## src/rtl/life_cellular_automaton_engine_top_defines.svh

```systemverilog
// Assertion macros shared by the life engine RTL.
`ifndef LIFE_CELLULAR_AUTOMATON_ENGINE_TOP_DEFINES_SVH
`define LIFE_CELLULAR_AUTOMATON_ENGINE_TOP_DEFINES_SVH

// Plain property, sampled on clk_i, off while rst_ni is low.
`define LCAE_ASSERT(lbl, prop, msg) \
  lbl: assert property (@(posedge clk_i) disable iff (!rst_ni) (prop)) else $error(msg);

// Same-cycle implication, sampled on clk_i, off while rst_ni is low.
`define LCAE_ASSERT_IMP(lbl, ante, cons, msg) \
  lbl: assert property (@(posedge clk_i) disable iff (!rst_ni) (ante) |-> (cons)) \
    else $error(msg);

`endif

```

## src/rtl/lcae_pkg.sv

```systemverilog
// Shared constants, types and pixel mapping for the life engine.
package lcae_pkg;

  localparam int unsigned GRID_W      = 64;
  localparam int unsigned GRID_H      = 64;
  localparam int unsigned VIEW_PIXELS = 800;

  localparam int unsigned PIX_W   = 10;
  localparam int unsigned COL_W   = $clog2(GRID_W);
  localparam int unsigned ROW_W   = $clog2(GRID_H);
  localparam int unsigned ADDR_W  = ROW_W + 1;          // bank bit on top of the row
  localparam int unsigned STEP_W  = $clog2(GRID_H + 2);
  localparam int unsigned CNT_W   = 16;
  localparam int unsigned DIV_RST = 100;

  localparam int unsigned CFG_IDX_W  = 1;
  localparam int unsigned CFG_DATA_W = 16;
  localparam logic [CFG_IDX_W-1:0] REG_RUNNING  = 1'd0;
  localparam logic [CFG_IDX_W-1:0] REG_STEP_DIV = 1'd1;

  // pixels per cell, at least one
  localparam int unsigned SPAN_X = (VIEW_PIXELS / GRID_W == 0) ? 1 : VIEW_PIXELS / GRID_W;
  localparam int unsigned SPAN_Y = (VIEW_PIXELS / GRID_H == 0) ? 1 : VIEW_PIXELS / GRID_H;

  // ceil(2^RECIP_SH / span): exact floor division for any 10-bit pixel
  localparam int unsigned RECIP_SH = 32;
  localparam logic [RECIP_SH:0] RECIP_X =
    (RECIP_SH+1)'(((64'd1 << RECIP_SH) + 64'(SPAN_X) - 64'd1) / 64'(SPAN_X));
  localparam logic [RECIP_SH:0] RECIP_Y =
    (RECIP_SH+1)'(((64'd1 << RECIP_SH) + 64'(SPAN_Y) - 64'd1) / 64'(SPAN_Y));

  typedef enum logic [1:0] {
    ACT_PAINT_ALIVE = 2'd0,
    ACT_PAINT_DEAD  = 2'd1,
    ACT_TICK        = 2'd2,
    ACT_READ        = 2'd3
  } action_e;

  // one read and one write port of the grid store
  typedef struct packed {
    logic              re;
    logic [ADDR_W-1:0] raddr;
    logic              we;
    logic [ADDR_W-1:0] waddr;
    logic [GRID_W-1:0] wdata;
  } mem_req_t;

  typedef struct packed {
    logic busy;
    logic done;
    logic rem_zero;
  } mod_stat_t;

  // pixel / span by reciprocal multiply, clamped to the last cell
  function automatic logic [PIX_W:0] px_to_idx(input logic [PIX_W-1:0]  pix,
                                               input logic [RECIP_SH:0] recip,
                                               input logic [PIX_W:0]    last);
    logic [PIX_W+RECIP_SH:0] prod;
    logic [PIX_W:0]          q;
    prod = (PIX_W+RECIP_SH+1)'(pix) * (PIX_W+RECIP_SH+1)'(recip);
    q    = prod[PIX_W+RECIP_SH:RECIP_SH];
    return (q > last) ? last : q;
  endfunction

  function automatic logic [COL_W-1:0] px_to_col(input logic [PIX_W-1:0] pix);
    logic [PIX_W:0] idx;
    idx = px_to_idx(pix, RECIP_X, (PIX_W+1)'(GRID_W - 1));
    return idx[COL_W-1:0];
  endfunction

  function automatic logic [ROW_W-1:0] px_to_row(input logic [PIX_W-1:0] pix);
    logic [PIX_W:0] idx;
    idx = px_to_idx(pix, RECIP_Y, (PIX_W+1)'(GRID_H - 1));
    return idx[ROW_W-1:0];
  endfunction

endpackage

```

## src/rtl/lcae_row_rule.sv

```systemverilog
// B3/S23 update of one full row from the rows above, at and below it.
module lcae_row_rule import lcae_pkg::*; (
  input  logic [GRID_W-1:0] up_i,
  input  logic [GRID_W-1:0] mid_i,
  input  logic [GRID_W-1:0] dn_i,
  output logic [GRID_W-1:0] row_o
);

  // dead column either side of the grid
  logic [GRID_W+1:0] up_p, mid_p, dn_p;

  assign up_p  = {1'b0, up_i, 1'b0};
  assign mid_p = {1'b0, mid_i, 1'b0};
  assign dn_p  = {1'b0, dn_i, 1'b0};

  for (genvar c = 0; c < GRID_W; c++) begin : g_col
    logic [3:0] n;
    assign n = 4'(up_p[c]) + 4'(up_p[c+1]) + 4'(up_p[c+2])
             + 4'(mid_p[c]) + 4'(mid_p[c+2])
             + 4'(dn_p[c]) + 4'(dn_p[c+1]) + 4'(dn_p[c+2]);
    assign row_o[c] = (n == 4'd3) || ((n == 4'd2) && mid_i[c]);
  end

endmodule

```

## config.mk

```make
export PLATFORM = sky130hd
export DESIGN_NAME = lcae_row_rule
export DESIGN_NICKNAME = d
export VERILOG_FILES = /design/src/rtl/life_cellular_automaton_engine_top_defines.svh /design/src/rtl/lcae_pkg.sv /design/src/rtl/lcae_row_rule.sv
export SDC_FILE = /design/constraint.sdc
export NUM_CORES = 1
export LEC_CHECK = 0
export ABC_AREA = 0
export BUFFER_PORTS_ARGS = -buffer_cell sky130_fd_sc_hd__buf_2
export CELL_PAD_IN_SITES_DETAIL_PLACEMENT = 1
export CELL_PAD_IN_SITES_GLOBAL_PLACEMENT = 2
export CORE_MARGIN = 5
export CORE_UTILIZATION = 31
export DETAILED_ROUTE_END_ITERATION = 7
export PLACE_DENSITY = 0.8
export SLEW_MARGIN = 5
export SYNTH_ARGS = -nofsm -noshare
export SYNTH_HDL_FRONTEND = slang
export SYNTH_SLANG_ARGS = --single-unit
```

## constraint.sdc

```tcl
create_clock -name vclk -period 2.9
set_input_delay 0.29 -clock vclk [all_inputs]
set_output_delay 0.29 -clock vclk [all_outputs]
set_load 0.02 [all_outputs]
```

==> impl_metrics.ini, run 1 <==
[grt]
grt_util_met2_pct = 30.97
grtUsageMet3_pct = 2.679
grt_use_met1_pct = 19.04
grtUsageTotal_pct = 15.98
grt_pass1_wl_mm = 52.59
grt_max_degree = 4
top_usage_layer = met2
grt_pass1_vias = 11363
overflow = 0
antenna_found_initial = 6

[logic_synthesis]
synth_top_area_cell = fa_1
synth_area_um2 = 10710
yosysWarnings = 0
syn-mean-instance-area_um2 = 8.948
synthDistinctLibCells = 14
synthDominantCellAreaShare_pct = 47.10
syn-num-nets = 1829
yosysSeqAreaShare_pct = 0
synth_cells = 1197
synthTopCellsByArea = fa_1 47%, ha_1 22%, inv_1 15%

[floorplan]
dieArea_um2 = 38370
start_util_pct = 31.24
fp.dieH_um = 195.9
pin_count = 256
row_count = 68
dieWidth_um = 195.9
design.core.area_um2 = 34290

[layout]
fin_nets = 2319
seq_cells = 0
layout-drive-gt1-share_pct = 54.42
nClkBuffers = 0
post-route-util_pct = 50.23
layoutNonFillerInstCount = 2142
n_fill_cell = 3882
syn_to_final_growth_pct = 60.82
final_cell_mix = 286 x inv_1, 241 x buf_4, 190 x fa_1
multiInputGateArea_um2 = 10620
layout_commonest_cell = inv_1
ff_latch_area_um2 = 0
final_area_um2 = 17220

[min_path]
holdCritStartpoint = mid_i[10]
whs_endpoint = row_o[10]
min_path_type = in2out
min_path_cells = 4

[power]
p_switching_mw = 3.740
power_density_nw_per_um2 = 428.6
cellLeakagePower_nw = 8.595
total_power_mw = 7.382
sequentialPowerShare_pct = 0
combPwrFrac_pct = 100.0
p_int_mw = 3.641
p_sw_share_pct = 50.67
p_clk_share_pct = 0
ir_drop_mv = 0.2825

[timing]
relSlewSlack_pct = 84.99
finalSetupViolations = 61
setup_slack_ns = -0.4854
post-route-min-period_ns = 3.385
tns_ns = -22.66
worst_pin_slew_ns = 0.2237
whs_ns = 0.9499
fin_crit_sh_pct = 116.7
fmax_mhz = 295.4
slew_violations = 0
rsz0062_at_grt = true
hold_viol = 0

[place]
placed_area_um2 = 14830
dp_cells = 2109
dp_hpwl_mm = 27.38
port_buffers = 256
place_ws_ns = -0.6275
gp_congestion = 0.7950

[detailed_routing]
vias = 9530
drt_wl_total_mm = 30.95
first_pass_iters = 4
via_per_inst = 4.449
wire_per_inst_um = 14.45
postRouteAntennaNets = 0
drc = 0
drtIter0Drc = 89

[worst_setup_path]
cpMostUsedCell = fa_1
crit_family = adder cells
path_cells = buf_8 -> inv_4 -> fa_1 -> fa_1 -> fa_1 -> inv_1 -> ha_2 -> fa_2 -> or2_4 -> a21oi_4 -> buf_6
critPathArrivalTime_ns = 3.10
crit_fanout = 2
crit_required_ns = 2.61
cp_slowest_cell = fa_1
max_stage_delay_ns = 0.57
critPathLaunchType = primary input
worstSetupPathType = in2out
cp_num_buf_inv = 4
endpoint_kind = output pin

[status]
violations = setup timing
status = finished with violations

[run]
maxCapViolCount = 0

[clocking]
ctsHoldBuffers = 0
metal layers:
metal | part of all wire (%) | wire length (um)
met3 | 4.6 | 1425
met2 | 55 | 16910
met1 | 39 | 12110
met4 | 1.4 | 433
met5 | 0.24 | 73
worst max path at each step:
stage	start	to	cells past startpoint
floorplan	mid_i[28]	row_o[29]	9
global placement	up_i[26]	row_o[27]	11
detailed placement	up_i[8]	row_o[9]	11
CTS	mid_i[8]	row_o[9]	11
global route	up_i[35]	row_o[35]	11
finish	up_i[35]	row_o[35]	11
logic make-up (layout without fill, tap and decap cells):
kind of cell | after synthesis | after routing | synth area share [%]
buf+inv | 442 | 930 | 15.49
fa+ha+maj | 440 | 440 | 69.07
compound gates | 184 | 184 | 8.610
simple gates | 131 | 131 | 6.834
other cells | 0 | 2 | 0
Yosys cell counts:
master,count
nor3_1,1
o21ai_0,61
or2_0,18
a21oi_1,122
fa_1,252
nand2_1,1
nor2_1,4
nor2b_1,1
ha_1,188
nand3_1,61
or2_1,43
a31oi_1,1
nor3b_1,2
inv_1,442
final cells by class:
class | count | area share (%)
timing repair buffer | 488 | 24.28
tap | 455 | 3.305
multi-input combinational | 755 | 61.67
inverter | 442 | 10.72
antenna | 2 | 0.02906
power groups by stage:
stage	Clock, mW	Sequential, mW	Combinational (mW)
after floorplan	0	0	4.02
after global placement	0	0	5.38
after detailed placement	0	0	5.70
after CTS	0	0	6.89
after global routing	0	0	8.28
final	0.0000000922	0	7.38
repair_timing:
action	4_1_cts	5_1_grt
setup endpoints to repair	62	62
pin swaps	223	163
setup buffers	16	15
resized for setup	499	211
cloned	0	0
Note: power is estimated with default switching activity, not from simulation.
==> run 2, diff against run 1 <==
--- a/config.mk
+++ b/config.mk
@@ -12,7 +12,7 @@
 export CORE_MARGIN = 5
 export CORE_UTILIZATION = 31
 export DETAILED_ROUTE_END_ITERATION = 7
-export PLACE_DENSITY = 0.8
+export PLACE_DENSITY = 0.83
 export SLEW_MARGIN = 5
 export SYNTH_ARGS = -nofsm -noshare
 export SYNTH_HDL_FRONTEND = slang
==> constraint.sdc (replaced) <==
create_clock -name vclk -period 2.9
set_input_delay 0.29 -clock vclk [all_inputs]
set_output_delay 0.29 -clock vclk [all_outputs]
set_load 0.01 [all_outputs]
==> impl_metrics.ini, run 2 (same netlist as run 1, synthesis figures left out) <==
[timing]
relSlewSlack_pct = 85.11
hold_viol = 0
fin_crit_sh_pct = 115.3
rsz0062_at_grt = true
whs_ns = 0.9331
post-route-min-period_ns = 3.343
slew_violations = 0
setup_slack_ns = -0.4433
finalSetupViolations = 62
worst_pin_slew_ns = 0.2231
fmax_mhz = 299.1

[floorplan]
row_count = 68
start_util_pct = 31.24
design.core.area_um2 = 34290
dieWidth_um = 195.9
fp.dieH_um = 195.9
dieArea_um2 = 38370
pin_count = 256

[place]
gp_congestion = 0.8249
dp_hpwl_mm = 27.45
port_buffers = 256
place_ws_ns = -0.5483
placed_area_um2 = 14380

[worst_setup_path]
critPathLaunchType = primary input
crit_fanout = 2
cp_slowest_cell = fa_1
crit_family = adder cells
max_stage_delay_ns = 0.55
crit_required_ns = 2.61
cpMostUsedCell = fa_1
endpoint_kind = output pin
critPathArrivalTime_ns = 3.05
worstSetupPathType = in2out
cp_num_buf_inv = 4
path_cells = buf_8 -> inv_4 -> fa_1 -> fa_1 -> fa_1 -> inv_2 -> ha_4 -> fa_2 -> or2_1 -> a21oi_2 -> buf_2

[layout]
syn_to_final_growth_pct = 49.87
seq_cells = 0
final_area_um2 = 16050
ff_latch_area_um2 = 0
layout-drive-gt1-share_pct = 50.21
nClkBuffers = 0
layout_commonest_cell = inv_1
final_cell_mix = 294 x inv_1, 213 x buf_4, 189 x fa_1
fin_nets = 2291

[power]
cellLeakagePower_nw = 8.259
ir_drop_mv = 0.2051
power_density_nw_per_um2 = 370.5

[detailed_routing]
drtIter0Drc = 125
drt_wl_total_mm = 29.86
vias = 9380
drc = 0
via_per_inst = 4.431
wire_per_inst_um = 14.10
postRouteAntennaNets = 0
first_pass_iters = 4

[grt]
overflow = 0
antenna_found_initial = 8
grt_pass1_vias = 10860
grt_max_degree = 4
grt_pass1_wl_mm = 49.67
grtUsageTotal_pct = 15.03

[status]
status = finished with violations
violations = setup timing

[min_path]
min_path_type = in2out

[clocking]
ctsHoldBuffers = 0

[run]
maxCapViolCount = 0
[run 2: cell count changes in the layout (fill, tap and decap cells not counted), moves of 7 or more]
| cell | delta |
|---|---|
| buf_2 | +62 |
| o21ai_2 | -13 |
| buf_6 | -56 |
| a21oi_4 | -43 |
| inv_4 | -7 |
| buf_4 | -28 |
| a21oi_2 | +43 |
| inv_1 | +8 |
| or2_4 | -37 |
| or2_1 | +32 |
| o21ai_1 | +16 |
[run 2: timing repair]
action | 4_1_cts | 5_1_grt
endpoints found under the hold margin | 0 | 0
gates resized for setup | 258 | 201
pin swaps | 148 | 110
setup buffers | 19 | 12
endpoints found under the setup margin | 62 | 62
gates cloned | 0 | 0
[run 2: layout make-up]
class	instances	area [um2]
tap	455	569.3
antenna	5	12.51
inverter	442	1802
timing repair buffer	460	3556
multi-input combinational	755	10110
fill	3964	18240
[run 2: stage by stage]
step                      std cells  utilization (%)  total power, mW  setup TNS [ns]
final                          2117            46.81            5.947          -21.57
after global routing           2112            46.78            6.819          -27.36
after CTS                      2100            44.37            5.587          -23.96
after detailed placement       2081            41.95            5.178          -27.18
after global placement         2081            41.95            4.819          -24.69
after floorplan                1197                -            3.489          -7.962
[run 2: routing by layer]
layer / up-vias / wire [um] / global-route usage, %
met3: 20 / 1818 / 3.332
met5: - / 80 / 0
met1: 4622 / 11920 / 18.47
li1: 4544 / - / -
met4: 12 / 91 / 0.3103
met2: 182 / 15950 / 28.49
[run 2: worst paths after layout]
kind | from | to | slack, ns | depth (start not counted)
worst max-delay path | up_i[1] | row_o[2] | -0.44 | 11
worst min-delay path | mid_i[9] | row_o[9] | 0.93 | 4
[run 2: power by group]
part	switching (mW)	internal (mW)	total (mW)
clock	0	0.000000231	0.000000231
combinational	3.06	2.89	5.95
sequential	0	0	0
total	3.06	2.89	5.95
