### src/rtl/life_cellular_automaton_engine_top_defines.svh
// Assertion macros shared by the life engine RTL.
`ifndef LIFE_CELLULAR_AUTOMATON_ENGINE_TOP_DEFINES_SVH
`define LIFE_CELLULAR_AUTOMATON_ENGINE_TOP_DEFINES_SVH

// Plain property, sampled on clk_i, off while rst_ni is low.
`define LCAE_ASSERT(lbl, prop, msg) \
  lbl: assert property (@(posedge clk_i) disable iff (!rst_ni) (prop)) else $error(msg);

// Same-cycle implication, sampled on clk_i, off while rst_ni is low.
`define LCAE_ASSERT_IMP(lbl, ante, cons, msg) \
  lbl: assert property (@(posedge clk_i) disable iff (!rst_ni) (ante) |-> (cons)) \
    else $error(msg);

`endif

### src/rtl/lcae_pkg.sv
// Shared constants, types and pixel mapping for the life engine.
package lcae_pkg;

  localparam int unsigned GRID_W      = 64;
  localparam int unsigned GRID_H      = 64;
  localparam int unsigned VIEW_PIXELS = 800;

  localparam int unsigned PIX_W   = 10;
  localparam int unsigned COL_W   = $clog2(GRID_W);
  localparam int unsigned ROW_W   = $clog2(GRID_H);
  localparam int unsigned ADDR_W  = ROW_W + 1;          // bank bit on top of the row
  localparam int unsigned STEP_W  = $clog2(GRID_H + 2);
  localparam int unsigned CNT_W   = 16;
  localparam int unsigned DIV_RST = 100;

  localparam int unsigned CFG_IDX_W  = 1;
  localparam int unsigned CFG_DATA_W = 16;
  localparam logic [CFG_IDX_W-1:0] REG_RUNNING  = 1'd0;
  localparam logic [CFG_IDX_W-1:0] REG_STEP_DIV = 1'd1;

  // pixels per cell, at least one
  localparam int unsigned SPAN_X = (VIEW_PIXELS / GRID_W == 0) ? 1 : VIEW_PIXELS / GRID_W;
  localparam int unsigned SPAN_Y = (VIEW_PIXELS / GRID_H == 0) ? 1 : VIEW_PIXELS / GRID_H;

  // ceil(2^RECIP_SH / span): exact floor division for any 10-bit pixel
  localparam int unsigned RECIP_SH = 32;
  localparam logic [RECIP_SH:0] RECIP_X =
    (RECIP_SH+1)'(((64'd1 << RECIP_SH) + 64'(SPAN_X) - 64'd1) / 64'(SPAN_X));
  localparam logic [RECIP_SH:0] RECIP_Y =
    (RECIP_SH+1)'(((64'd1 << RECIP_SH) + 64'(SPAN_Y) - 64'd1) / 64'(SPAN_Y));

  typedef enum logic [1:0] {
    ACT_PAINT_ALIVE = 2'd0,
    ACT_PAINT_DEAD  = 2'd1,
    ACT_TICK        = 2'd2,
    ACT_READ        = 2'd3
  } action_e;

  // one read and one write port of the grid store
  typedef struct packed {
    logic              re;
    logic [ADDR_W-1:0] raddr;
    logic              we;
    logic [ADDR_W-1:0] waddr;
    logic [GRID_W-1:0] wdata;
  } mem_req_t;

  typedef struct packed {
    logic busy;
    logic done;
    logic rem_zero;
  } mod_stat_t;

  // pixel / span by reciprocal multiply, clamped to the last cell
  function automatic logic [PIX_W:0] px_to_idx(input logic [PIX_W-1:0]  pix,
                                               input logic [RECIP_SH:0] recip,
                                               input logic [PIX_W:0]    last);
    logic [PIX_W+RECIP_SH:0] prod;
    logic [PIX_W:0]          q;
    prod = (PIX_W+RECIP_SH+1)'(pix) * (PIX_W+RECIP_SH+1)'(recip);
    q    = prod[PIX_W+RECIP_SH:RECIP_SH];
    return (q > last) ? last : q;
  endfunction

  function automatic logic [COL_W-1:0] px_to_col(input logic [PIX_W-1:0] pix);
    logic [PIX_W:0] idx;
    idx = px_to_idx(pix, RECIP_X, (PIX_W+1)'(GRID_W - 1));
    return idx[COL_W-1:0];
  endfunction

  function automatic logic [ROW_W-1:0] px_to_row(input logic [PIX_W-1:0] pix);
    logic [PIX_W:0] idx;
    idx = px_to_idx(pix, RECIP_Y, (PIX_W+1)'(GRID_H - 1));
    return idx[ROW_W-1:0];
  endfunction

endpackage

### src/rtl/lcae_mod_unit.sv
// Bit-serial remainder unit: tick counter modulo step divisor, one bit a cycle.
`include "life_cellular_automaton_engine_top_defines.svh"
module lcae_mod_unit import lcae_pkg::*; (
  input  logic             clk_i,
  input  logic             rst_ni,
  input  logic             start_i,
  input  logic [CNT_W-1:0] dividend_i,
  input  logic [CNT_W-1:0] divisor_i,
  output mod_stat_t        stat_o
);

  localparam int unsigned BIT_W = $clog2(CNT_W);

  logic             busy_q, done_q;
  logic [BIT_W-1:0] bit_q;
  logic [CNT_W-1:0] num_q, rem_q, div_q;
  logic [CNT_W:0]   shifted;
  logic [CNT_W-1:0] rem_d;

  always_comb begin
    shifted = {rem_q, num_q[CNT_W-1]};
    if (shifted >= {1'b0, div_q}) begin
      rem_d = CNT_W'(shifted - {1'b0, div_q});
    end else begin
      rem_d = CNT_W'(shifted);
    end
  end

  always_ff @(posedge clk_i or negedge rst_ni) begin
    if (!rst_ni) begin
      busy_q <= 1'b0;
      done_q <= 1'b0;
      bit_q  <= '0;
    end else if (start_i) begin
      busy_q <= 1'b1;
      done_q <= 1'b0;
      bit_q  <= '0;
    end else if (busy_q) begin
      bit_q <= bit_q + BIT_W'(1);
      if (bit_q == BIT_W'(CNT_W - 1)) begin
        busy_q <= 1'b0;
        done_q <= 1'b1;
      end
    end else begin
      done_q <= 1'b0;
    end
  end

  always_ff @(posedge clk_i) begin
    if (start_i) begin
      num_q <= dividend_i;
      rem_q <= '0;
      div_q <= (divisor_i == '0) ? CNT_W'(1) : divisor_i;  // zero acts as one
    end else if (busy_q) begin
      num_q <= {num_q[CNT_W-2:0], 1'b0};
      rem_q <= rem_d;
    end
  end

  assign stat_o.busy     = busy_q;
  assign stat_o.done     = done_q;
  assign stat_o.rem_zero = (rem_q == '0);

  `LCAE_ASSERT_IMP(a_rem_below_div, busy_q, rem_q < div_q, "remainder reached divisor")
  `LCAE_ASSERT_IMP(a_done_after_busy, done_q, !busy_q && $past(busy_q), "done without a run")

endmodule

### config.mk
export PLATFORM = sky130hd
export DESIGN_NAME = lcae_mod_unit
export DESIGN_NICKNAME = d
export VERILOG_FILES = /design/src/rtl/lcae_pkg.sv /design/src/rtl/lcae_mod_unit.sv
export VERILOG_INCLUDE_DIRS = /design/src /design/src/rtl
export SDC_FILE = /design/constraint.sdc
export NUM_CORES = 1
export LEC_CHECK = 0
export ABC_AREA = 1
export ABC_CLOCK_PERIOD_IN_PS = 5590
export BUFFER_PORTS_ARGS = -buffer_cell sky130_fd_sc_hd__buf_4
export CORE_MARGIN = 4
export CORE_UTILIZATION = 55
export CTS_BUF_LIST = sky130_fd_sc_hd__clkbuf_16
export DETAILED_ROUTE_END_ITERATION = 6
export GPL_TIMING_DRIVEN = 0
export HOLD_SLACK_MARGIN = 0.05
export PLACE_DENSITY = 0.81
export SLEW_MARGIN = 20
export SYNTH_ARGS = -nofsm -noshare
export SYNTH_HDL_FRONTEND = slang
export SYNTH_SLANG_ARGS = --single-unit
export TNS_END_PERCENT = 5
### constraint.sdc
create_clock -name clk_i -period 5.59 [get_ports clk_i]
set_clock_uncertainty 0.15 [all_clocks]
set_input_delay 0.2795 -clock clk_i [delete_from_list [all_inputs] [get_ports clk_i]]
set_output_delay 0.2795 -clock clk_i [all_outputs]
set_load 0.1 [all_outputs]
==> metrics.md, run 1 <==
| Metric | Value |
|---|---|
| Mean Syn Cell Area | 7.52 um2 |
| Worst hold start | divisor_i[10] |
| Post-synth net total | 517 |
| Worst Path Required | 5600 ps |
| Top Metal Used | met4 |
| Gr usage total | 22.0% |
| Tightest Pin Transition | 866 ps |
| IO buf count | 37 |
| Via density | 5.22 |
| DRT iter0 DRCs | 290 |
| Cell-internal power | 1040 uW |
| Post-DRT Antenna Nets | 0 |
| CP max FO | 4 |
| Crit path DAT | 2200 ps |
| Finished Core Util | 66.7% |
| DRC Markers | 0 |
| Met2 wire length | 3780 um |
| Initial Util | 57.9% |
| Max-Cap Viols | 0 |
| Slew headroom | 42.0% |
| Ys Warns | 0 |
| Worst setup EP type | flop |
| Worst Setup SP | num_q[15] |
| Comb pwr share | 53.4% |
| Critical path class | flop to flop |
| Reg-to-reg startpoint | num_q[15] |
| Fraction of layout cells with a size suffix above 1 | 15.7% |
| Leak | 0.00208 uW |
| Pin count of the biggest net entering global routing | 26 |
| Mapped Area | 0.00349 mm2 |
| FP Rows | 28 |
| H-tree depth | 2 |
| Vias in the first global route | 3055 |
| Tmin final | 2200 ps |
| Num CTS Buffers | 5 |
| CTS Buffer Depth | 2 |
| Drt wl/cell | 13.0 um |
| Synth unique cells | 38 |
| Clock sinks | 54 |
| Sequential share of power | 29.9% |
| Post-CTS sizing | 0 |
| Cells after Synth | 464 |
| Status | completed |
| Ports | 38 |
| Die width | 87.7 um |
| Slew Limit Fails | 0 |
| Final count of negative-setup-slack endpoints | 0 |
| Net switching power | 785 uW |
| DR pass1 iterations | 4 |
| Core Box Area | 0.00603 mm2 |
| Final Hold Fails | 0 |
| Clock-pin slew on the worst setup and hold paths | 70 ps |
| Synth-to-layout area growth | 15.2% |
| Sequential-to-total area share from yosys stat | 41.0% |
| Setup Buffers After CTS | 0 |
| Worst R2R Setup Slack | 3390 ps |
| CP startpoint kind | flop |
| Routed wire length | 7600 um |
| # nets final | 562 |
| # diodes | 0 |
| HPWL after DPL | 5970 um |
| First-pass GRT wire length | 13500 um |
| Fillers | 516 |
| Hold/Removal Path Class | input pin to flop |
| Hold Slack | 96.6 ps |
| DIE HEIGHT | 87.7 um |
| DIE AREA | 0.00768 mm2 |
| GPL Wtd Cong | 0.892 |
| Total gr overflow | 0 |
| Clock root cell | clkbuf_16 |
| Yosys reg bits | 54 |
| Max VDD drop | 0.253 mV |
| WL met3 | 417 um |
| Clk pwr share | 16.7% |
| Setup_tns | 0 ps |
| Fmax | 456 MHz |
| Final worst path period share | 39.3% |
| RSZ-0062 raised after global routing | false |
| CTS tree | built |
| P per Cell Area | 453 mW/mm2 |
| Clk_lat worst skew | 290 ps |
| Post-Route M1 WL | 3250 um |
| DR vias | 3056 |
| Sw Share | 43.1% |
| Initial antenna violation count | 0 |
final cells by class:
| type | instances | area, um2 | area share [%] |
|---|---|---|---|
| Buffer | 25 | 130 | 3.24 |
| Clock buffer | 5 | 125 | 3.11 |
| Multi-Input combinational cell | 306 | 1630 | 40.6 |
| Tap cell | 75 | 93.8 | 2.33 |
| Timing Repair Buffer | 38 | 288 | 7.16 |
| Clock inverter | 3 | 21.3 | 0.529 |
| Inverter | 79 | 297 | 7.38 |
| Sequential cell | 54 | 1430 | 35.6 |
registers in the layout (all words and copies together), names as in the netlist:
signal and flops:
rem_q 16, num_q 16, busy_q 1, div_q 16, bit_q 4, done_q 1
metal layers:
metal | GRT usage (%) | vias up
li1 | - | 1546
met3 | 3.48 | 13
met2 | 38.4 | 93
met1 | 27.6 | 1404
met4 | 8.09 | 0
met5 | 0 | -
power groups by stage:
stage / logic [uW] / registers (uW) / clock network [uW]
2_1_floorplan: 758 / 540 / 0
3_3_place_gp: 924 / 548 / 0
3_5_place_dp: 952 / 552 / 0
4_1_cts: 962 / 544 / 307
5_1_grt: 1100 / 554 / 329
6_report: 973 / 545 / 304
logic make-up after synthesis:
| logic type | share of synthesized area (%) |
|---|---|
| simple gates | 34.2 |
| buf+inv | 12.2 |
| flops | 41.0 |
| compound gates | 3.87 |
| fa+ha+maj | 6.67 |
| xor+xnor | 2.01 |
synthesized netlist by cell type, drive strengths merged:
cell type	number	area [um2]
xor2	2	17.5
ha	17	213
edfxtp	32	961
inv	79	297
xnor2	6	52.6
nand4	7	43.8
clkbuf	18	67.6
o22ai	1	6.26
or2	2	12.5
nor3	3	26.3
nand3	50	290
nor2	20	106
buf	7	61.3
nand3b	2	15.0
a21oi	12	63.8
fa	1	20.0
nor4	6	37.5
a41o	1	10.0
dfrtp	6	150
nand2	162	644
and2	3	18.8
dfxtp	16	320
o21ai	11	55.1
through the flow:
| stage | cells | setup slack, ps | power (uW) | cell area [um2] |
|---|---|---|---|---|
| after floorplan | 464 | 1730 | 1300 | 3490 |
| after global placement | 576 | 3020 | 1470 | 3860 |
| after detailed placement | 576 | 3170 | 1500 | 3860 |
| after CTS | 585 | 3400 | 1810 | 4020 |
| after global routing | 585 | 3220 | 1980 | 4020 |
| final | 585 | 3390 | 1820 | 4020 |
repair_timing:
| item | in CTS | in global routing |
|---|---|---|
| hold buffers | 1 | 0 |
| endpoints found under the setup margin | 0 | 0 |
| hold endpoints to repair | 6 | 0 |
cell usage in the layout, fill, tap and decap left out, types with 6 or more instances in the layout:
cell / synthesis / layout
nand4_1: 7 / 7
nor2_1: 15 / 15
buf_4: 2 / 39
inv_1: 74 / 75
nand3_1: 42 / 42
a21oi_1: 11 / 11
dfxtp_1: 16 / 16
dfrtp_1: 6 / 6
clkbuf_1: 18 / 17
edfxtp_1: 32 / 32
ha_1: 17 / 17
nor4_1: 6 / 6
xnor2_1: 6 / 6
o21ai_0: 8 / 8
nand2_1: 155 / 155
nand3_2: 8 / 8
critical path, cell delays in order (launching register included):
cell      delay, ps
edfxtp_1        370
inv_1           110
ha_1            170
inv_1            90
fa_1            410
nand2_1         110
nand2_1          60
nand3b_1         80
nand2_1         120
xnor2_1         210
nand2_2          70
nand3_1          60
o21ai_1          70
path summary, 6_finish.rpt:
check	endpoint	depth (start not counted)
max in group asynchronous	bit_q[1]	2
worst max-delay path	rem_q[6]	12
min in group asynchronous	bit_q[2]	2
worst min register to register	rem_q[9]	2
worst min-delay path	div_q[10]	2
worst max register to register	rem_q[6]	12
Power figures use the tool's default switching activity.
==> inputs of run 2 (changes only) <==
- ABC_CLOCK_PERIOD_IN_PS: 5590 -> 2100
- clock period: 5.59 -> 2.1 ns (I/O delays scaled with it)
==> run 2 against run 1 <==
  * The flow now finishes with violations (setup timing)
  * Global-route usage up 4.9 points
  * Non-clock buffer count up 41
  * Combinational power rose to 3.3 times the previous value
  * Flip-flop and latch count unchanged
  * Sequential power rose to 2.8 times the previous value
  * Utilization up 11 points
  * Worst hold slack better by 100 ps
  * Final area up 17%
  * First-iteration DRC count up 22%
  * Die area unchanged
  * Worst setup slack worse by 3400 ps
  * Critical path type unchanged
  * Critical endpoint is now rem_q[10]
==> metrics.md, run 2 (same netlist as run 1, synthesis figures left out) <==
| Metric | Value |
|---|---|
| Status | complete, but fails checks (was completed) |
| Failing checks | setup timing |
| Met2 Resource Use GR | 48.3% (was 38.4%) |
| Max VDD drop | 0.728 mV (was 0.253 mV) |
| First-pass GRT wire length | 15800 um (was 13500 um) |
| Leak | 0.00227 uW (was 0.00208 uW) |
| Final worst slack | -44.6 ps (was 3390 ps) |
| Crit path largest cell delay | 360 ps (was 410 ps) |
| Final worst path period share | 102% (was 39.3%) |
| Core Box Area | 0.00603 mm2 (unchanged) |
| H-tree depth | 2 (unchanged) |
| Worst Path Required | 2140 ps (was 5600 ps) |
| Critical path class | flop to flop (unchanged) |
| Fillers | 352 (was 516) |
| IO buf count | 37 (unchanged) |
| Gr busiest metal | met2 (unchanged) |
| Clk_lat worst skew | 310 ps (was 290 ps) |
| Num CTS Buffers | 5 (unchanged) |
| CTS tree | built (unchanged) |
| CP max FO | 10 (was 4) |
| Clock-pin slew on the worst setup and hold paths | 80 ps (was 70 ps) |
| Final Power | 5590 uW (was 1820 uW) |
| Routed wire length | 10600 um (was 7600 um) |
| Critical-path cell list | inv_1 -> ha_4 -> nand2_4 -> nor2_4 -> nand2_2 -> nor3_4 -> nor2_8 -> nand2_8 -> buf_12 -> nand3_2 -> nand3_1 -> nand2_1 (was inv_1 -> ha_1 -> inv_1 -> fa_1 -> nand2_1 -> nand2_1 -> nand3b_1 -> nand2_1 -> xnor2_1 -> nand2_2 -> nand3_1 -> o21ai_1) |
| Worst hold start | start_i (was divisor_i[10]) |
| Hold/Removal Path Class | input pin to flop (unchanged) |
| Fmax | 466 MHz (was 456 MHz) |
| Drt wl/cell | 16.9 um (was 13.0 um) |
| Final count of negative-setup-slack endpoints | 6 (was 0) |
| Tightest Pin Transition | 795 ps (was 866 ps) |
| Max-Cap Viols | 0 (unchanged) |
| Fraction of layout cells with a size suffix above 1 | 23.0% (was 15.7%) |
| CP top delay family | simple AND/OR/NAND/NOR gates (was adder cells) |
| CP startpoint kind | flop (unchanged) |
| FF-to-FF path depth | 12 (unchanged) |
| DRC Markers | 0 (unchanged) |
| Post-Place Worst Slack | -146 ps (was 3170 ps) |
| Via density | 5.58 (was 5.22) |
| Vias in the first global route | 3383 (was 3055) |
| FP Rows | 28 (unchanged) |
| Met3 usage | 4.61% (was 3.48%) |
| DR pass1 iterations | 5 (was 4) |
| Slew headroom | 46.8% (was 42.0%) |
| Hold EP | num_q[4] (was div_q[10]) |
| Worst setup EP type | flop (unchanged) |
| Gr usage total | 26.9% (was 22.0%) |
| DR vias | 3495 (was 3056) |
| DRT iter0 DRCs | 355 (was 290) |
| Clock sinks | 54 (unchanged) |
| Die width | 87.7 um (unchanged) |
| Commonest non-fill, non-tap cell in the layout | nand2_1 (unchanged) |
| Slew Limit Fails | 0 (unchanged) |
| GR Util met1 | 30.6% (was 27.6%) |
| Capture point of the worst reg-to-reg path | rem_q[10] (was rem_q[6]) |
| GPL Wtd Cong | 0.923 (was 0.892) |
| Most frequent cells in the layout | 145 x nand2_1, 69 x inv_1, 45 x buf_4 (was 155 x nand2_1, 75 x inv_1, 42 x nand3_1) |
| DIE HEIGHT | 87.7 um (unchanged) |
| CP max stage cell | edfxtp_1 (was fa_1) |
| CTS Buffer Depth | 2 (unchanged) |
| P per Cell Area | 1190 mW/mm2 (was 453 mW/mm2) |
| RSZ-0062 raised after global routing | true (was false) |
| Post-DRT Antenna Nets | 0 (unchanged) |
| Biggest regs | div_q (16), num_q (16), rem_q (16) (unchanged) |
| Ports | 38 (unchanged) |
| Synth-to-layout area growth | 34.3% (was 15.2%) |
| Tmin final | 2140 ps (was 2200 ps) |
| # diodes | 0 (unchanged) |
| HPWL after DPL | 6000 um (was 5970 um) |
| Worst R2R Setup Slack | -40 ps (was 3390 ps) |
| Clock root cell | clkbuf_16 (unchanged) |
| Final Hold Fails | 0 (unchanged) |
| Initial Util | 57.9% (unchanged) |
| Number of buffers and inverters on the critical path | 2 (unchanged) |
| Crit path DAT | 2190 ps (was 2200 ps) |
| Pin count of the biggest net entering global routing | 26 (unchanged) |
| Total gr overflow | 0 (unchanged) |
| Initial antenna violation count | 0 (unchanged) |
| WHS Path Cells | 4 (was 2) |
| Reg-to-reg startpoint | div_q[9] (was num_q[15]) |
| # nets final | 603 (was 562) |
| DIE AREA | 0.00768 mm2 (unchanged) |
run 2: cell types whose count changed in the layout (fill, tap and decap cells not counted), sizes merged:
cell,delta
buf,+7
dlygate4sd3,+34
inv,+1
clkinv,-1
run 2: timing repair:
action,in CTS,in global routing
endpoints found under the hold margin,54,0
gates resized for setup,9,44
setup buffers,0,7
hold buffers,35,0
setup endpoints to repair,33,15
pin swaps,0,15
run 2: worst max-delay path by stage:
stage	startpoint	to	depth (start not counted)	slack, ps
after floorplan	num_q[15]	rem_q[6]	12	190
after global placement	start_i	bit_q[2]	6	-310
after detailed placement	start_i	bit_q[2]	6	-150
after CTS	div_q[13]	rem_q[9]	12	-30
after global routing	div_q[14]	rem_q[10]	11	-140
final	div_q[9]	rem_q[10]	12	-40
run 2: layout make-up:
| cell class | count | area (um2) | area share [%] |
|---|---|---|---|
| multi-input combinational | 306 | 1890 | 40.4 |
| sequential | 54 | 1430 | 30.5 |
| timing repair buffer | 79 | 684 | 14.6 |
| inverter | 79 | 299 | 6.38 |
| buffer | 25 | 136 | 2.91 |
| clock buffer | 5 | 125 | 2.67 |
| tap | 75 | 93.8 | 2.00 |
| clock inverter | 3 | 21.3 | 0.454 |
run 2: metrics by stage:
stage	util, %	hold WS, ps	TNS, ps	area [um2]	std cells
after floorplan	-	-341	0	3500	464
after global placement	64.3	-234	-7290	3880	576
after detailed placement	64.3	-231	-3740	3880	576
after CTS	73.5	203	-26.0	4430	619
after global routing	77.8	222	-1480	4690	626
final	77.8	199	-113	4690	626
run 2: power by group:
| group | leakage [uW] | total, uW | switching [uW] | internal (uW) |
|---|---|---|---|---|
| Combinational | 0.00165 | 3210 | 1890 | 1320 |
| Sequential | 0.000542 | 1530 | 205 | 1330 |
| Clock | 0.0000760 | 849 | 401 | 448 |
run 2: worst reg2reg max path, delay by kind of cell, from the launching register on:
kind                       cells  cell delay, ps
buffers and inverters          2             230
DFF                            1             360
adders and majority gates      1             320
and+or+nand+nor                9             990
run 2: metal layers:
layer | vias to the layer above | part of all wire, %
met5 | - | 0
met4 | 0 | 5.0
met3 | 47 | 5.9
met2 | 190 | 51
met1 | 1629 | 38
li1 | 1629 | -
==> inputs of run 3 (changes only) <==
- BUFFER_PORTS_ARGS: -buffer_cell sky130_fd_sc_hd__buf_4 -> default
- DONT_BUFFER_PORTS: default -> 1
- PLACE_DENSITY: 0.81 -> 0.76
==> run 3 against run 2 <==
  * The flow now finishes without violations
  * Utilization shrank 2.0 points
  * Die area is the same
  * Fmax grew 2.2%
  * Combinational power grew 5%
  * Critical path type unchanged
==> metrics.md, run 3 (same netlist as run 1, synthesis figures left out) <==
| Metric | Value |
|---|---|
| Status | completed (was complete, but fails checks) |
| Slew Limit Fails | 0 (unchanged) |
| CTS Buffer Depth | 2 (unchanged) |
| Final count of negative-setup-slack endpoints | 0 (was 6) |
| CP top delay family | simple AND/OR/NAND/NOR gates (unchanged) |
| Critical path class | flop to flop (unchanged) |
| Die width | 87.7 um (unchanged) |
| Clk_lat worst skew | 290 ps (was 310 ps) |
| CP startpoint kind | flop (unchanged) |
| Placed cell count | 540 (was 576) |
| DIE HEIGHT | 87.7 um (unchanged) |
| CP max FO | 8 (was 10) |
| Final Hold Fails | 0 (unchanged) |
| Core Box Area | 0.00603 mm2 (unchanged) |
| Tightest Pin Transition | 770 ps (was 795 ps) |
| FP Rows | 28 (unchanged) |
| Hold/Removal Path Class | input pin to flop (unchanged) |
| Worst Path Required | 2140 ps (about the same) |
| DR pass1 iterations | 6 (was 5) |
| Post-Place Worst Slack | -49.2 ps (was -146 ps) |
| Finished Layout Cells | 594 (was 626) |
| DRT iter0 DRCs | 371 (was 355) |
| # nets final | 571 (was 603) |
| H-tree depth | 2 (unchanged) |
| Biggest regs | div_q (16), num_q (16), rem_q (16) (unchanged) |
| Routed wire length | 9790 um (was 10600 um) |
| Crit path DAT | 2140 ps (was 2190 ps) |
| Vias in the first global route | 3160 (was 3383) |
| Post-DRT Antenna Nets | 0 (unchanged) |
| Max-Cap Viols | 0 (unchanged) |
| Crit path largest cell delay | 350 ps (was 360 ps) |
| DIE AREA | 0.00768 mm2 (unchanged) |
| # diodes | 0 (unchanged) |
| Commonest non-fill, non-tap cell in the layout | nand2_1 (unchanged) |
| First-pass GRT wire length | 14500 um (was 15800 um) |
| Hold Slack | 111 ps (was 199 ps) |
| Max VDD drop | 0.748 mV (was 0.728 mV) |
| Most frequent cells in the layout | 141 x nand2_1, 64 x inv_1, 36 x dlygate4sd3_1 (was 145 x nand2_1, 69 x inv_1, 45 x buf_4) |
| Pin count of the biggest net entering global routing | 26 (unchanged) |
| Synth-to-layout area growth | 30.9% (was 34.3%) |
| Number of buffers and inverters on the critical path | 2 (unchanged) |
| Final worst path period share | 99.9% (was 102%) |
| DRC Markers | 0 (unchanged) |
| Fmax | 477 MHz (was 466 MHz) |
| Total gr overflow | 0 (unchanged) |
| DR vias | 3297 (was 3495) |
| HPWL after DPL | 5770 um (was 6000 um) |
| Clock sinks | 54 (unchanged) |
| Drt wl/cell | 16.5 um (was 16.9 um) |
| P per Cell Area | 1280 mW/mm2 (was 1190 mW/mm2) |
| Leak | 0.00215 uW (was 0.00227 uW) |
| Fraction of layout cells with a size suffix above 1 | 20.8% (was 23.0%) |
| Critical-path cell list | inv_2 -> ha_4 -> nand2_4 -> nor2_4 -> nand2_2 -> nor3_4 -> nor2_8 -> nand2_8 -> clkbuf_16 -> nand3_2 -> nand3_2 -> nand2_1 (was inv_1 -> ha_4 -> nand2_4 -> nor2_4 -> nand2_2 -> nor3_4 -> nor2_8 -> nand2_8 -> buf_12 -> nand3_2 -> nand3_1 -> nand2_1) |
| Tmin final | 2100 ps (was 2140 ps) |
| Via density | 5.55 (was 5.58) |
| GPL Wtd Cong | 0.947 (was 0.923) |
| CP most frequent cell | nand3_2 |
| Clock root cell | clkbuf_16 (unchanged) |
| Initial Util | 57.9% (unchanged) |
| IO buf count | 0 (was 37) |
| RSZ-0062 raised after global routing | true (unchanged) |
| Worst setup EP type | flop (unchanged) |
| Initial antenna violation count | 0 (unchanged) |
| CP max stage cell | edfxtp_1 (unchanged) |
| Gr usage total | 24.1% (was 26.9%) |
| Slew headroom | 48.5% (was 46.8%) |
| Clock-pin slew on the worst setup and hold paths | 70 ps (was 80 ps) |
| CTS tree | built (unchanged) |
| Num CTS Buffers | 5 (unchanged) |
| Ports | 38 (unchanged) |
| Final worst slack | 1.59 ps (was -44.6 ps) |
run 3: changes by cell type in the layout (fill, tap and decap cells not counted), moves of 2 or more:
cell / before / now
nand2_2: 14 / 16
inv_6: 2 / 0
inv_2: 10 / 15
nand2_1: 145 / 141
buf_4: 45 / 10
buf_6: 3 / 1
inv_1: 69 / 64
nand2_4: 2 / 4
nand3_1: 40 / 35
nand3_2: 10 / 14
run 3: area by class of cell:
class / instances / area (um2)
clock inverters: 3 / 41.3
inverters: 79 / 299
well taps: 75 / 93.8
plain buffers: 25 / 140
flip-flops and latches: 54 / 1430
repair buffers: 47 / 493
clock buffers: 5 / 125
multi-input cells: 306 / 1940
fillers: 375 / 1460
run 3: final timing paths:
kind	startpoint	to	slack, ps	depth (start not counted)
max in group asynchronous	rst_ni	bit_q[1]	1010	2
worst min register to register	bit_q[3]	bit_q[3]	340	1
worst min-delay path	start_i	num_q[1]	110	3
worst max register to register	div_q[6]	rem_q[10]	2	12
worst max-delay path	div_q[6]	rem_q[10]	2	12
min in group asynchronous	rst_ni	busy_q	560	2
run 3: per-stage QoR:
step	TNS [ps]	total power, uW	cell area [um2]	util, %
5_1_grt	-770	6140	4570	75.8
2_1_floorplan	0	3500	3500	-
6_report	0	5820	4570	75.8
3_3_place_gp	-4690	3940	3600	59.7
4_1_cts	-139	5020	4160	69.1
3_5_place_dp	-303	4010	3630	60.2
run 3: power breakdown:
group / switching (uW) / total [uW] / internal [uW]
combinational: 1950 / 3380 / 1420
clock: 374 / 932 / 559
sequential: 189 / 1520 / 1330
run 3: worst reg2reg max path, cell delays in order, from the launching register on:
cell and delay (ps):
edfxtp_1 350, inv_2 50, ha_4 300, nand2_4 60, nor2_4 150, nand2_2 90
nor3_4 260, nor2_8 110, nand2_8 110, clkbuf_16 160, nand3_2 80, nand3_2 60
nand2_1 50
run 3: routing by layer:
metal	vias up	share of wire [%]	GRT usage (%)	wire, um
met1	1527	38	28.5	3700
met5	-	0	0	0
met3	36	6.8	4.42	666
li1	1567	-	-	-
met4	0	3.0	10.5	295
met2	167	52	42.7	5130
run 3: timing repair:
| action | 4_1_cts | 5_1_grt |
|---|---|---|
| hold endpoints to repair | 54 | 0 |
| setup endpoints to repair | 33 | 16 |
| resized for setup | 4 | 65 |
| gates cloned | 0 | 1 |
| hold buffers | 36 | 0 |
| pin swaps | 0 | 28 |
| buffers inserted | 0 | 9 |
